[config.mk]
export PLATFORM = sky130hd
export DESIGN_NAME = sbsi_div
export DESIGN_NICKNAME = d
export VERILOG_FILES = /design/src/sv/sbsi_pkg.sv /design/src/sv/sbsi_div.sv
export SDC_FILE = /design/constraint.sdc
export NUM_CORES = 2
export LEC_CHECK = 0
export BUFFER_PORTS_ARGS = -buffer_cell sky130_fd_sc_hd__buf_4
export CORE_UTILIZATION = 55
export DETAILED_ROUTE_END_ITERATION = 8
export PLACE_DENSITY = 0.82
export SETUP_SLACK_MARGIN = 0.15
export SYNTH_ARGS = -nofsm -noshare
export SYNTH_HDL_FRONTEND = slang
export SYNTH_SLANG_ARGS = --single-unit
export TNS_END_PERCENT = 5
[constraint.sdc]
create_clock -name i_clk -period 5 [get_ports i_clk]
set_input_delay 0.25 -clock i_clk [delete_from_list [all_inputs] [get_ports i_clk]]
set_output_delay 0.25 -clock i_clk [all_outputs]
set_load 0.02 [all_outputs]
[src/sv/sbsi_pkg.sv]
// Shared types and constants for the swept box slab intersection block.
// Holds only declarations; it has no dependencies.
package sbsi_pkg;

    // Coordinate format: signed fixed point with FB fraction bits.
    localparam int CW = 32;
    localparam int FB = 16;
    // Width of the mover size registers.
    localparam int SW = 31;

    // Slab differences (bound minus position) need three extra bits.
    localparam int DIFF_W = CW + 3;
    // Scaled dividend magnitude.
    localparam int DIV_W = DIFF_W + FB;
    // Quotient magnitude bits produced by the divider.
    localparam int QBITS = CW - 1;
    // Divider register stages: input register, one stage per quotient bit, output register.
    localparam int DIV_LAT = QBITS + 2;
    // Clamp applied to a difference before it is scaled.
    localparam logic [63:0] DIFF_LIM = (64'd1 << (62 - FB)) - 64'd1;

    // Configuration register indexes.
    localparam logic [1:0] REG_SIZE_X = 2'd0;
    localparam logic [1:0] REG_SIZE_Y = 2'd1;
    localparam logic [1:0] REG_SIZE_Z = 2'd2;

    // Normal component codes.
    localparam logic signed [1:0] NRM_ZERO = 2'sb00;
    localparam logic signed [1:0] NRM_POS  = 2'sb01;
    localparam logic signed [1:0] NRM_NEG  = 2'sb11;

    typedef logic signed [CW-1:0]     t_coord;
    typedef logic signed [DIFF_W-1:0] t_diff;
    typedef logic [SW-1:0]            t_size;

    // One in the coordinate format.
    localparam t_coord T_ONE = t_coord'(64'd1 << FB);

    // Per-item control that travels beside the dividers.
    typedef struct packed {
        logic [2:0] mv_zero;
        logic [2:0] mv_neg;
        logic       outside;
    } t_side;

endpackage

[src/sv/sbsi_div.sv]
// Pipelined saturating fixed-point divider: (diff * 2^FB) / move, truncated.
// Depends on sbsi_pkg for widths; one quotient bit per stage.
module sbsi_div (
    input  logic                 i_clk,
    input  sbsi_pkg::t_diff      i_diff,
    input  sbsi_pkg::t_coord     i_move,
    output sbsi_pkg::t_coord     o_quot
);

    localparam int CW    = sbsi_pkg::CW;
    localparam int QBITS = sbsi_pkg::QBITS;
    localparam int HI_W  = sbsi_pkg::DIV_W - QBITS;

    logic [sbsi_pkg::DIFF_W-1:0] w_abs;
    logic [sbsi_pkg::DIFF_W-1:0] w_mag;
    logic [sbsi_pkg::DIV_W-1:0]  w_dvd;
    logic [CW-1:0]               w_mabs;
    logic [HI_W-1:0]             w_hi;
    logic                        w_sat;

    logic [CW-1:0]    r_rem [0:QBITS];
    logic [QBITS-1:0] r_low [0:QBITS];
    logic [QBITS-1:0] r_q   [0:QBITS];
    logic [CW-1:0]    r_m   [0:QBITS];
    logic             r_neg [0:QBITS];
    logic             r_sat [0:QBITS];

    // Magnitudes, clamp and the overflow test that decides saturation.
    always_comb begin
        w_abs = i_diff[sbsi_pkg::DIFF_W-1] ? (~i_diff + 1'b1) : i_diff;
        if ({64'd0, w_abs} > {{sbsi_pkg::DIFF_W{1'b0}}, sbsi_pkg::DIFF_LIM}) begin
            w_mag = w_abs & '0 | sbsi_pkg::DIFF_W'(sbsi_pkg::DIFF_LIM);
        end else begin
            w_mag = w_abs;
        end
        w_dvd  = {w_mag, {sbsi_pkg::FB{1'b0}}};
        w_mabs = i_move[CW-1] ? (~i_move + 1'b1) : i_move;
        w_hi   = w_dvd[sbsi_pkg::DIV_W-1:QBITS];
        w_sat  = (sbsi_pkg::DIV_W'(w_hi) >= sbsi_pkg::DIV_W'(w_mabs));
    end

    // Input stage.
    always_ff @(posedge i_clk) begin
        r_rem[0] <= CW'(w_hi);
        r_low[0] <= w_dvd[QBITS-1:0];
        r_q[0]   <= '0;
        r_m[0]   <= w_mabs;
        r_neg[0] <= i_diff[sbsi_pkg::DIFF_W-1] ^ i_move[CW-1];
        r_sat[0] <= w_sat;
    end

    // Restoring division, one quotient bit per stage.
    for (genvar k = 0; k < QBITS; k++) begin : g_stage
        logic [CW:0] w_sh;
        logic [CW:0] w_sub;
        assign w_sh  = {r_rem[k], r_low[k][QBITS-1]};
        assign w_sub = w_sh - {1'b0, r_m[k]};
        always_ff @(posedge i_clk) begin
            r_rem[k+1] <= w_sub[CW] ? w_sh[CW-1:0] : w_sub[CW-1:0];
            r_low[k+1] <= r_low[k] << 1;
            r_q[k+1]   <= {r_q[k][QBITS-2:0], ~w_sub[CW]};
            r_m[k+1]   <= r_m[k];
            r_neg[k+1] <= r_neg[k];
            r_sat[k+1] <= r_sat[k];
        end
    end

    // Sign and saturation.
    always_ff @(posedge i_clk) begin
        if (r_sat[QBITS]) begin
            o_quot <= r_neg[QBITS] ? {1'b1, {QBITS{1'b0}}} : {1'b0, {QBITS{1'b1}}};
        end else if (r_neg[QBITS]) begin
            o_quot <= -{1'b0, r_q[QBITS]};
        end else begin
            o_quot <= {1'b0, r_q[QBITS]};
        end
    end

endmodule

* Word level (Yosys, flattened, before mapping)
Memory sizes are Yosys's and may differ from the RTL's.
Index checks and enable logic that the tools add are counted.
** Operators by class
- Mux-type cells :: 36
- $add $sub $neg :: 34
- Magnitude comparators :: 1
- Divide/modulo/power cells :: 0
- Reductions and logical operators :: 0
- Bitwise gates (word level) :: 34
- Multipliers :: 0
- Shift operators :: 0
- Equal/unequal tests :: 0
** Operator list (number)
- $mux 32 :: 35
- $sub 33x32->33 :: 31
- $add 35x1->35 const B :: 1
- $mux 35 :: 1
- $not 35->35 :: 1
- $add 32x1->32 const B :: 1
- $ge 20x32->1 :: 1
- $neg 31->32 :: 1
- $not 32->32 :: 1
- $not 1->1 :: 31
- $xor 1x1->1 :: 1
** Word-level totals
- Bits in writable memories :: 4064
- Output and inout bits :: 32
- Bits of input ports :: 68
- Bits in read-only memories :: 0
- Flip-flop bits (word level) :: 32
- Word-level logic and storage cells :: 112
- Memories kept :: 6
- Bits in latches :: 0
** Memories
- r_m :: words 32, bits a word 32, read ports 31, clocked after memory_dff 0, write ports 32, RTL line sbsi_div.sv:24 : logic [CW-1:0] r_m [0:QBITS];
- r_rem :: words 32, bits a word 32, read ports 31, clocked after memory_dff 0, write ports 32, RTL line sbsi_div.sv:21 : logic [CW-1:0] r_rem [0:QBITS];
- r_q :: words 32, bits a word 31, read ports 32, clocked after memory_dff 0, write ports 32, RTL line sbsi_div.sv:23 : logic [QBITS-1:0] r_q [0:QBITS];
- r_low :: words 32, bits a word 30, read ports 31, clocked after memory_dff 0, write ports 32, RTL line sbsi_div.sv:22 : logic [QBITS-1:0] r_low [0:QBITS];
- r_neg :: words 32, bits a word 1, read ports 32, clocked after memory_dff 0, write ports 32, RTL line sbsi_div.sv:25 : logic r_neg [0:QBITS];
- r_sat :: words 32, bits a word 1, read ports 32, clocked after memory_dff 0, write ports 32, RTL line sbsi_div.sv:26 : logic r_sat [0:QBITS];

* Longest topological paths before layout
- Word-level depth :: 4
- Depth in mapped cells :: 20
- Depth with buffers taken out :: 20

* Worst setup path before layout
Ideal clock, no wire load.
- Path type :: input to register
- Start :: input i_diff[4]
- End :: memory r_sat[0]
- Path slack :: 0.889 ns
- Path buffers :: 0
- Library setup time :: 0.133 ns
- Cell stages on the path :: 19
- Required time :: 4.867 ns
- Data arrival time :: 3.979 ns
- Cell sequence :: or3_1 -> nor3_1 -> nand3_1 -> or4_1 -> or3_1 -> or3_1 -> o41ai_1 -> xnor2_1 -> ha_1 -> a21o_1 -> a21o_1 -> a21oi_1 -> nor2b_1 -> o21ai_0 -> nand2b_1 -> a21oi_1 -> o31ai_1 -> nand3_1 -> a21oi_2
** RTL lines
- start: declaration :: RTL line sbsi_div.sv:5 : input sbsi_pkg::t_diff i_diff,
- end: declaration :: RTL line sbsi_div.sv:26

==> impl_metrics.toml <==
[run_status]
status = "complete, no violations"

[worst_setup_path]
critPathBufInv = 2
critPathLaunchType = "flop"
critical_path_class = "reg -> reg"
crit_top_cell = "o21ai_0"
cp.arrival_ns = 5.47
required_ns = 5.79
crit_chain = "inv_1 > ha_1 > fa_1 > nor2b_1 > o21ai_0 > a21boi_0 > o31ai_1 > o21ai_0 > a211o_1 > nand2_1 > nand3b_1 > o21ai_0 > xor2_4 > buf_12 > mux2_2"
cp_max_fo = 33
crit_family = "compound AO/OA/AOI/OAI gates"
crit_path_end_kind = "flop"
slowest_stage = "o21ai_0"
cpPeakStageDelay_ns = 0.62

[grt]
met1_usage_pct = 24.5
grt_pass1_vias = 86100
antenna_found_initial = 3
grt.total_usage_pct = 23.0
grt_max_degree = 65
top_usage_layer = "met2"
overflow = 0
use_met3_pct = 3.16
grt_pass1_wl_mm = 416
use_met2_pct = 43.4

[clock_network]
clkLatencyLatePin_ns = 0.94
clk_pin_slew_ns = 0.06
cts_sinks = 2684
cts.htree.levels = 5
cts.path.max_buffers = 4
cts_root_buf = "clkbuf_16"
cts_tree = "done"
numCtsBuffers = 283

[drt]
wl_per_cell_um = 16.9
antenna_left = 0
drtPass1Iterations = 9
viasPerCell = 5.57
vias = 83300
drcViolationCount = 0
wl_mm = 252
drt_iter0_drc = 4655

[timing]
tns_ns = 0
post-route-period-util_pct = 93.6
slew_headroom_pct = 27.8
rsz0062_at_grt = "yes"
skew_ns = 0.0669
worstMarginPinSlew_ns = 1.06
setup_viol = 0
slew_violations = 0
timing.fmax_mhz = 214
hold_viol_final = 0
fin_crit_ns = 4.68

[power_and_ir_drop]
p_total_uw = 109000
power.density_nw_per_um2 = 827
p_leak_uw = 0.0611
ir_drop_mv = 0.761

[die]
coreArea_um2 = 210000
die_height_um = 462
io_pins = 100
dieArea_um2 = 214000
num_rows = 168
initial_core_util_pct = 55.5
die_w_um = 462

[logic_synthesis]
synth.largest_area_cell = "dfxtp_1"
postSynthAreaPerCell_um2 = 10.1
synthFlopType = "dfxtp_1"
synth_area_um2 = 117000
ys_seq_area_share_pct = 46.1
netlist.area_leader.share_pct = 46.1
yosys_warnings = 0
postSynth.asyncResetShare_pct = 0
synth_mux_area_share_pct = 7.86
synth_top_family_by_area = "compound AO/OA/AOI/OAI gates"
yosys.area_share.simple_pct = 8.29
synth-adder-area-share_pct = 11.1
synth-compound-area-share_pct = 15.3
synthTopCellsByArea = "dfxtp_1, ha_1, mux2_2, xnor2_1, inv_1"
synthXorXnorAreaFrac_pct = 6.64
synthCells = 11600
ys_seq_elements = 2684
synth.distinct_cells = 96
synth_edf_count = 0

[cells_and_area]
final_common_cell = "dfxtp_1"
final_cell_mix = "dfxtp_1, inv_1, ha_1"
area_delta_synth_final_pct = 12.8
drive_gt1_share_pct = 12.0
nets = 13000
stdcell_count = 15000
num-fill-cells = 16000

[placed_design]
dp.final_hpwl_mm = 185
numPortBuffers = 99
dp_cells = 14300
gp_congestion = 0.925

[hold_path]
hold_class = "in -> reg"

[flow_run]
cap_viol_max_count = 0
[cell families (layout without fill, tap and decap cells)]
kind of cell    Yosys count  in the layout
compound gates         2752           2752
flops                  2684           2684
buf+inv                1428           2005
other cells               1              9
mux                     820            820
fa+ha+maj              1018           1018
simple gates           1974           1974
xor+xnor                883            883
[path summary, 6_finish.rpt]
check                             from                    to  slack [ns]  cells past startpoint
setup / recovery  r_low[1][29]$_DFF_P_  r_rem[0][72]$_DFF_P_        0.32                     15
hold reg to reg    r_neg[3][0]$_DFF_P_   r_neg[3][1]$_DFF_P_        0.27                      0
setup reg to reg  r_low[1][29]$_DFF_P_  r_rem[0][72]$_DFF_P_        0.32                     15
hold / removal               i_move[0]     r_m[0][0]$_DFF_P_        0.09                      2
[layer usage]
layer	vias up	wire length [µm]
li1	40800	-
met1	39300	99400
met2	2261	130000
met3	884	9740
met4	2	13000
met5	-	9
[sequential cells by signal, indices dropped and copies added, names as in the netlist]
name / cells
r_q: 496
r_low: 120
r_rem: 980
r_sat: 32
r_neg: 32
r_m: 992
o_quot: 32
[worst register-to-register path: stages, from the launching register on]
cell and delay [ns]:
dfxtp_1 0.30, inv_1 0.06, ha_1 0.23, fa_1 0.41
nor2b_1 0.12, o21ai_0 0.11, a21boi_0 0.52, o31ai_1 0.25
o21ai_0 0.62, a211o_1 0.31, nand2_1 0.11, nand3b_1 0.22
o21ai_0 0.49, xor2_4 0.20, buf_12 0.22, mux2_2 0.40
[through the flow]
stage          area, µm²  hold slack (ns)  utilization, %  worst slack [ns]
2_1_floorplan     117000            0.278               -             0.889
3_3_place_gp      121000            0.310            57.5             0.123
3_5_place_dp      121000            0.312            57.5             0.277
4_1_cts           132000           0.0134            62.6             0.440
5_1_grt           132000           0.0567            62.6             0.122
6_report          132000           0.0896            62.6             0.320
[repair_timing]
item | CTS | global route
resized for setup | 0 | 3
endpoints found under the setup margin | 0 | 30
endpoints found under the hold margin | 69 | 0
setup buffers | 0 | 0
hold buffers | 126 | 0
[power breakdown]
| group | switching, µW | internal (µW) |
|---|---|---|
| Combinational | 27800 | 26600 |
| Clock | 8290 | 12700 |
| Sequential | 4120 | 29200 |
| Total | 40200 | 68500 |
[synthesized netlist by cell type (86+ instances only)]
master,number
a21o_1,529
a21oi_1,774
a31oi_1,86
and3_1,94
clkbuf_1,110
dfxtp_1,2684
ha_1,988
inv_1,1242
mux2_2,738
nand2_1,529
nand2b_1,142
nand3_1,138
nor2_1,499
nor2b_1,132
nor3_1,89
o21a_1,176
o21ai_0,493
o21bai_1,105
o31ai_1,89
xnor2_1,600
xor2_1,282
[layout make-up]
class	instances	area [µm²]	share of cell area (%)
Sequential cell	2684	53700	40.8
Clock buffer	391	8180	6.22
Tap cell	2805	3510	2.67
Multi-Input combinational cell	7452	57800	43.9
Antenna cell	4	10.0	0.00761
Inverter	1244	4670	3.55
Clock inverter	95	1180	0.896
Timing Repair Buffer	275	2530	1.92
(Power assumes the default switching activity.)
