`src/sv/sbsi_pkg.sv`:
```
// Shared types and constants for the swept box slab intersection block.
// Holds only declarations; it has no dependencies.
package sbsi_pkg;

    // Coordinate format: signed fixed point with FB fraction bits.
    localparam int CW = 32;
    localparam int FB = 16;
    // Width of the mover size registers.
    localparam int SW = 31;

    // Slab differences (bound minus position) need three extra bits.
    localparam int DIFF_W = CW + 3;
    // Scaled dividend magnitude.
    localparam int DIV_W = DIFF_W + FB;
    // Quotient magnitude bits produced by the divider.
    localparam int QBITS = CW - 1;
    // Divider register stages: input register, one stage per quotient bit, output register.
    localparam int DIV_LAT = QBITS + 2;
    // Clamp applied to a difference before it is scaled.
    localparam logic [63:0] DIFF_LIM = (64'd1 << (62 - FB)) - 64'd1;

    // Configuration register indexes.
    localparam logic [1:0] REG_SIZE_X = 2'd0;
    localparam logic [1:0] REG_SIZE_Y = 2'd1;
    localparam logic [1:0] REG_SIZE_Z = 2'd2;

    // Normal component codes.
    localparam logic signed [1:0] NRM_ZERO = 2'sb00;
    localparam logic signed [1:0] NRM_POS  = 2'sb01;
    localparam logic signed [1:0] NRM_NEG  = 2'sb11;

    typedef logic signed [CW-1:0]     t_coord;
    typedef logic signed [DIFF_W-1:0] t_diff;
    typedef logic [SW-1:0]            t_size;

    // One in the coordinate format.
    localparam t_coord T_ONE = t_coord'(64'd1 << FB);

    // Per-item control that travels beside the dividers.
    typedef struct packed {
        logic [2:0] mv_zero;
        logic [2:0] mv_neg;
        logic       outside;
    } t_side;

endpackage

```
`src/sv/sbsi_select.sv`:
```
// Slab time reduction, hit test and entry normal selection.
// Depends on sbsi_pkg; three register stages.
module sbsi_select (
    input  logic                    i_clk,
    input  logic                    i_rst_n,
    input  logic                    i_valid,
    input  sbsi_pkg::t_side         i_side,
    input  sbsi_pkg::t_coord        i_t0 [3],
    input  sbsi_pkg::t_coord        i_t1 [3],
    output logic                    o_valid,
    output logic                    o_hit,
    output sbsi_pkg::t_coord        o_entry_time,
    output logic signed [1:0]       o_normal_x,
    output logic signed [1:0]       o_normal_y,
    output logic signed [1:0]       o_normal_z
);

    logic             r_v1;
    logic             r_v2;
    sbsi_pkg::t_side  r_side1;
    sbsi_pkg::t_side  r_side2;
    sbsi_pkg::t_coord r_tn1 [3];
    sbsi_pkg::t_coord r_tf1 [3];
    sbsi_pkg::t_coord r_tn2 [3];
    sbsi_pkg::t_coord r_tmin;
    sbsi_pkg::t_coord r_tmax;
    logic             r_have;

    sbsi_pkg::t_coord n_tmin;
    sbsi_pkg::t_coord n_tmax;
    logic             n_have;
    logic             w_hit;
    logic [1:0]       w_axis;
    logic             w_found;
    logic signed [1:0] w_nrm;

    // Valid bits.
    always_ff @(posedge i_clk) begin
        if (!i_rst_n) begin
            r_v1    <= 1'b0;
            r_v2    <= 1'b0;
            o_valid <= 1'b0;
        end else begin
            r_v1    <= i_valid;
            r_v2    <= r_v1;
            o_valid <= r_v2;
        end
    end

    // Near and far time of each axis.
    always_ff @(posedge i_clk) begin
        r_side1 <= i_side;
        for (int a = 0; a < 3; a++) begin
            r_tn1[a] <= (i_t0[a] < i_t1[a]) ? i_t0[a] : i_t1[a];
            r_tf1[a] <= (i_t0[a] < i_t1[a]) ? i_t1[a] : i_t0[a];
        end
    end

    // Latest entry and earliest exit over the moving axes.
    always_comb begin
        n_tmin = '0;
        n_tmax = '0;
        n_have = 1'b0;
        for (int a = 0; a < 3; a++) begin
            if (!r_side1.mv_zero[a]) begin
                if (!n_have) begin
                    n_tmin = r_tn1[a];
                    n_tmax = r_tf1[a];
                end else begin
                    if (r_tn1[a] > n_tmin) n_tmin = r_tn1[a];
                    if (r_tf1[a] < n_tmax) n_tmax = r_tf1[a];
                end
                n_have = 1'b1;
            end
        end
    end

    always_ff @(posedge i_clk) begin
        r_side2 <= r_side1;
        r_tn2   <= r_tn1;
        r_tmin  <= n_tmin;
        r_tmax  <= n_tmax;
        r_have  <= n_have;
    end

    // Hit test and first entry axis in x, y, z order.
    always_comb begin
        w_hit = r_have && !r_side2.outside && (r_tmax >= 0) &&
                (r_tmin <= sbsi_pkg::T_ONE) && (r_tmin <= r_tmax);
        w_axis  = 2'd0;
        w_found = 1'b0;
        for (int a = 0; a < 3; a++) begin
            if (!w_found && !r_side2.mv_zero[a] && r_tn2[a] == r_tmin) begin
                w_axis  = 2'(a);
                w_found = 1'b1;
            end
        end
        w_nrm = r_side2.mv_neg[w_axis] ? sbsi_pkg::NRM_POS : sbsi_pkg::NRM_NEG;
    end

    always_ff @(posedge i_clk) begin
        o_hit        <= w_hit;
        o_entry_time <= r_have ? r_tmin : '0;
        o_normal_x   <= (w_hit && w_found && w_axis == 2'd0) ? w_nrm : sbsi_pkg::NRM_ZERO;
        o_normal_y   <= (w_hit && w_found && w_axis == 2'd1) ? w_nrm : sbsi_pkg::NRM_ZERO;
        o_normal_z   <= (w_hit && w_found && w_axis == 2'd2) ? w_nrm : sbsi_pkg::NRM_ZERO;
    end

endmodule
```
`config.mk`:
```
export PLATFORM = sky130hd
export DESIGN_NAME = sbsi_select
export DESIGN_NICKNAME = d
export VERILOG_FILES = /design/src/sv/sbsi_pkg.sv /design/src/sv/sbsi_select.sv
export SDC_FILE = /design/constraint.sdc
export NUM_CORES = 1
export LEC_CHECK = 0
export BUFFER_PORTS_ARGS = -buffer_cell sky130_fd_sc_hd__buf_2
export CAP_MARGIN = 15
export CORE_ASPECT_RATIO = 2
export CORE_UTILIZATION = 35
export CTS_CLUSTER_SIZE = 24
export DETAILED_ROUTE_END_ITERATION = 16
export GPL_TIMING_DRIVEN = 1
export PLACE_DENSITY = 0.59
export SKIP_CTS_REPAIR_TIMING = 1
export SYNTH_ARGS = -nofsm -noshare
export SYNTH_HDL_FRONTEND = slang
export SYNTH_SLANG_ARGS = --single-unit
```
`constraint.sdc`:
```
create_clock -name i_clk -period 6.6 [get_ports i_clk]
set_clock_uncertainty 0.05 [all_clocks]
set_input_delay 0.99 -clock i_clk [delete_from_list [all_inputs] [get_ports i_clk]]
set_output_delay 0.99 -clock i_clk [all_outputs]
set_load 0.005 [all_outputs]
```
Yosys cells after proc, flatten, opt, wreduce, memory -nomap -nowiden
Memories as Yosys holds them, arrays and structs flattened.
Cells that the tools add are included.

operators by class
  reductions and logical operators = 20
  div/mod/pow operators = 0
  multiply operators = 0
  multiplexer cells = 30
  shift-type cells = 0
  equal/unequal tests = 5
  order comparisons = 11
  bitwise logic cells = 0
  $add $sub $neg = 0

operator list
  cell                                                                number
  two-way mux 32 bit                                                  20
  less-than comparator 32 bit                                         5
  equality test 32 bit                                                3
  > comparator 32 bit                                                 2
  greater-or-equal comparator 32 x 1 -> 1 bit, second input constant  1
  <= comparator 32 x 18 -> 1 bit, second input constant               1
  <= comparator 32 bit                                                1
  logical AND 1 bit                                                   13
  two-way mux 1 bit                                                   7
  zero test 1 bit                                                     6
  two-way mux 2 bit                                                   2
  less-than comparator 2 x 3 -> 1 bit, second input constant          1
  binary-select mux 1 bit (select 2 bit)                              1
  equality test 2 x 1 -> 1 bit, second input constant                 1
  equality test 2 bit, second input constant                          1
  zero test 2 bit                                                     1

word-level totals
  flip-flop bits (word level) = 313
  logic and storage cells = 90
  memory bits (read-only) = 0
  bits in latches = 0
  output and inout port bits = 40
  memories = 1
  RAM bits = 96

memories
  name   words  width  read ports  clocked after memory_dff  write ports  line               source
  r_tf1  3      32     3           0                         3            sbsi_select.sv:23  sbsi_pkg::t_coord r_tf1 [3];

Logic depth before layout (Yosys ltp)
  depth in word-level cells = 14
  mapped depth = 30
  gate-level depth less buffers = 23

Worst setup path after synthesis
Ideal clock, no wire load.

  path type = flip-flop to flip-flop
  start = register r_side1[4] in the netlist's numbering
  end = register r_tmax[29]
  required time = 6424 ps
  period minus slack after synthesis = 5708 ps
  setup slack = 892 ps
  arrival = 5531 ps
  cell stages (with the launch flop) = 30
  setup time = 126 ps
  cell sequence = dfxtp_1 inv_1 clkbuf_1 clkbuf_1 buf_1 nand2_1 ha_1 buf_4 nand4_2 nor3_1 a221o_1 nor3_1 xor2_1 nor2_1 nor2_1 clkbuf_1 a22oi_1 ha_1 a21o_1 a211oi_1 o21ai_0 or3b_2 a32oi_1 a21oi_1 xor2_1 a21oi_1 mux2_4 buf_6 buf_6 mux2i_1

between the ends
  word-level cells in the longest chain between the ends = 9
  elaborated cells on any way between the ends = 11
  those cells by class = 2 x order compare; 9 x mux

ends and longest elaborated chain
  element                      line               source
  start, declared              sbsi_select.sv:20  sbsi_pkg::t_side r_side1;
  start signal, assigned       sbsi_select.sv:52  r_side1 <= i_side;
  two-way mux 32 bit           sbsi_select.sv:65  if (!r_side1.mv_zero[a]) begin
  less-than comparator 32 bit  sbsi_select.sv:71  if (r_tf1[a] < n_tmax) n_tmax = r_tf1[a];
  two-way mux 32 bit           sbsi_select.sv:71
  two-way mux 32 bit           sbsi_select.sv:66  if (!n_have) begin
  two-way mux 32 bit           sbsi_select.sv:65
  less-than comparator 32 bit  sbsi_select.sv:71
  two-way mux 32 bit           sbsi_select.sv:71
  two-way mux 32 bit           sbsi_select.sv:66
  two-way mux 32 bit *         sbsi_select.sv:65
  net n_tmax[29]               sbsi_select.sv:30  sbsi_pkg::t_coord n_tmax;
  end signal, assigned         sbsi_select.sv:82  r_tmax <= n_tmax;
  end, declared                sbsi_select.sv:26  sbsi_pkg::t_coord r_tmax;

Mark *: on every way through the listed nets, which the timed path passes. The rest lies on a longest branch.
A chain may end at the register's enable or synchronous reset.

Worst setup path after layout
  start = register r_side1[4] in the netlist's numbering
  end = register r_tmax[22]

The elaborated chain is that of the path after synthesis.

==> reports/metrics.yaml <==
seq_area_frac_synth: 0.385
place.gp.congestion: 1.01
fp.dieH_um: 351
grt_setup_unrepaired: "false"
overflow: 0
leakagePower_nw: 11.8
path_class: "reg -> reg"
area.growth.synth_to_final_pct: 18.1
num_io_pins: 242
outcome: "finished, final reports clean"
cts_made_buffers: 39
min_period_ns: 6.25
finish.utilization: 0.418
intPower_mw: 5.55
post_synth.cell_area_avg_um2: 9.62
dp_slack_ns: -0.347
slew_headroom: 0.274
clock_path_buffers: 3
drive_above_1_share: 0.201
fillers: 6002
max_freq_mhz: 160
grt_usage: 0.238
grt_pass1_vias: 17752
hpwl_mm: 60.5
p_per_area_nw_per_um2: 340
ys_ff_latch: 409
yosys-top-cells-area: "dfxtp_1 39%, ha_1 15%, mux2i_1 5.9%"
clk_latency_ns: 0.58
crit_required_ns: 6.99
power_frac_seq: 0.401
ys_warn_count: 0
drcViolationCount: 0
fin_ws_ns: 0.346
yosysTopAreaCell: "dfxtp_1"
dr.pass1.iters: 7
cts_sinks: 409
ant_nets: 0
routedWlPerCell_um: 22.6
p_sw_mw: 3.00
worstSetupEndpoint: "r_tmax[22]"
h-tree-depth: 2
cp-start-kind: "flop"
async_flop_share: 0
synthMostInstantiatedCell: "dfxtp_1"
routed_via_density: 5.30
ff2ff_setup_slack_ns: 0.35
netlist.area_leader.share: 0.385
critical_path.endpoint_type: "flop"
nNetsFinal: 2929
first_iter_violations: 878
setup_viol: 0
grt_max_degree: 69
p_clk_frac: 0.286
root_buffer: "clkbuf_16"
layout.cells.non_filler: 3285
grt_pass1_wl_mm: 108
initial_core_util: 0.354
syn_area_um2: 21300
syn_inst: 2210
hold_ws_ns: 0.279
drv_slew: 0
synth_flop_cell: "dfxtp_1"
ys_types: 58
worst-r2r-cell-count: 26
die_x_um: 176
antenna_found_initial: 9
worst-path-max-fanout: 25
max-vdd-ir-drop_uv: 172
core_area_um2: 60100
synth_edf_count: 0
vias: 17420
fin_crit_sh: 0.948
hold_viol: 0
wl_mm: 74.2
clk_pin_slew_ns: 0.07
combinationalPowerShare: 0.312
swShare: 0.351
r2r_start: "r_side1[4]"
r2r_end: "r_tmax[22]"
startpoint: "r_side1[4]"
worst_pin_slew_ns: 1.09
synth_common_cells: "409 x dfxtp_1, 251 x ha_1, 198 x inv_1, 128 x a21oi_1, 126 x mux2i_1"
crit_arrival_ns: 6.65
synth_fp_nets: 2663
die-area_um2: 61800
min_path_type: "reg -> reg"
port_buffers: 241
rows: 127
max_cap_viol_count: 0
placedCellCount: 3209
cts_tree: "done"
per-layer routing:
| metal | track usage | vias to the layer above | routed length [µm] | share of wire |
|---|---|---|---|---|
| met2 | 0.436 | 562 | 37800 | 0.51 |
| met3 | 0.0367 | 181 | 3610 | 0.049 |
| met5 | 0 | - | 22 | 0.00030 |
| li1 | - | 8410 | - | - |
| met4 | 0.160 | 4 | 5340 | 0.072 |
| met1 | 0.246 | 8263 | 27400 | 0.37 |
power by group through the flow:
stage / logic [mW] / clock network [mW] / registers (mW)
after CTS: 2.67 / 2.50 / 3.43
after detailed placement: 2.65 / 0 / 3.48
after global placement: 2.58 / 0 / 3.48
after global routing: 2.93 / 2.58 / 3.47
final: 2.67 / 2.45 / 3.43
after floorplan: 1.68 / 0 / 3.25
worst min path at each step:
stage,start,depth (start not counted),end,slack (ns)
after floorplan,r_side1[0],0,r_side2[0],0.26
after global placement,r_side1[3],0,r_side2[3],0.27
after detailed placement,r_side1[1],0,r_side2[1],0.27
after CTS,r_side1[1],0,r_side2[1],0.28
after global routing,r_side1[1],0,r_side2[1],0.28
final,r_side1[1],0,r_side2[1],0.28
state kept, by name, summed over array words and instances, names as in the netlist, 2 cells and up:
name / flops
r_tf1: 96
r_tn1: 96
r_tn2: 96
o_entry_time: 32
r_tmax: 32
r_tmin: 32
r_side1: 7
r_side2: 7
o_normal_x: 2
o_normal_y: 2
o_normal_z: 2
layout by cell type, fill, tap and decap left out, types with 40 or more instances in the layout:
cell type / n
nand2_1: 122
buf_4: 71
clkbuf_16: 40
and2_1: 68
a21oi_1: 126
a21o_1: 74
ha_1: 248
nor2_1: 68
o21ai_0: 66
nor3_1: 50
nand4_1: 56
inv_1: 197
buf_2: 241
mux2_2: 85
a22oi_1: 82
xor2_1: 75
mux2i_1: 126
dfxtp_1: 409
cell type report:
cell class / count / area [µm²] / area share
multi-input combinational: 1511 / 12000 / 0.477
clock inverter: 22 / 323 / 0.0129
inverter: 198 / 746 / 0.0297
sequential: 409 / 8190 / 0.326
timing repair buffer: 317 / 1840 / 0.0733
tap: 774 / 968 / 0.0386
antenna: 7 / 17.5 / 0.000698
clock buffer: 47 / 1050 / 0.0417
metrics by stage:
stage	setup TNS, ns	total power, mW	cell area (µm²)
floorplan	0	4.93	21300
global placement	-5.98	6.06	23700
detailed placement	-10.57	6.13	23700
CTS	-12.13	8.60	25100
global route	0	8.98	25100
finish	0	8.54	25100
kinds of logic (layout without fill, tap and decap cells):
family	Yosys count	after routing	share of synthesized area
AOI/OAI and AO/OA	472	472	0.145
other	0	7	0
muxes	223	223	0.113
DFF	409	409	0.385
buffers and inverters	290	584	0.0561
adders and majority gates	251	251	0.148
and+or+nand+nor	467	467	0.113
xor gates and xnor gates	98	98	0.0404
worst max-delay path, stage by stage, from the launching register on:
cell and delay (ns):
dfxtp_1 0.34, inv_4 0.25, buf_4 0.27, nand2_1 0.08
ha_2 0.45, nand4_2 0.25, nor4_2 0.40, nand3_2 0.23
a31oi_4 0.29, nor3_1 0.09, xor2_1 0.15, nor2_2 0.27
nor2_2 0.08, buf_12 0.17, buf_4 0.17, a22oi_1 0.27
ha_1 0.32, a2111oi_0 0.35, o21ai_0 0.15, a31oi_1 0.23
o31ai_1 0.16, a21oi_1 0.21, xor2_1 0.16, a21oi_1 0.08
mux2_4 0.31, buf_12 0.17, mux2i_1 0.13
Power figures use the tool's default switching activity.
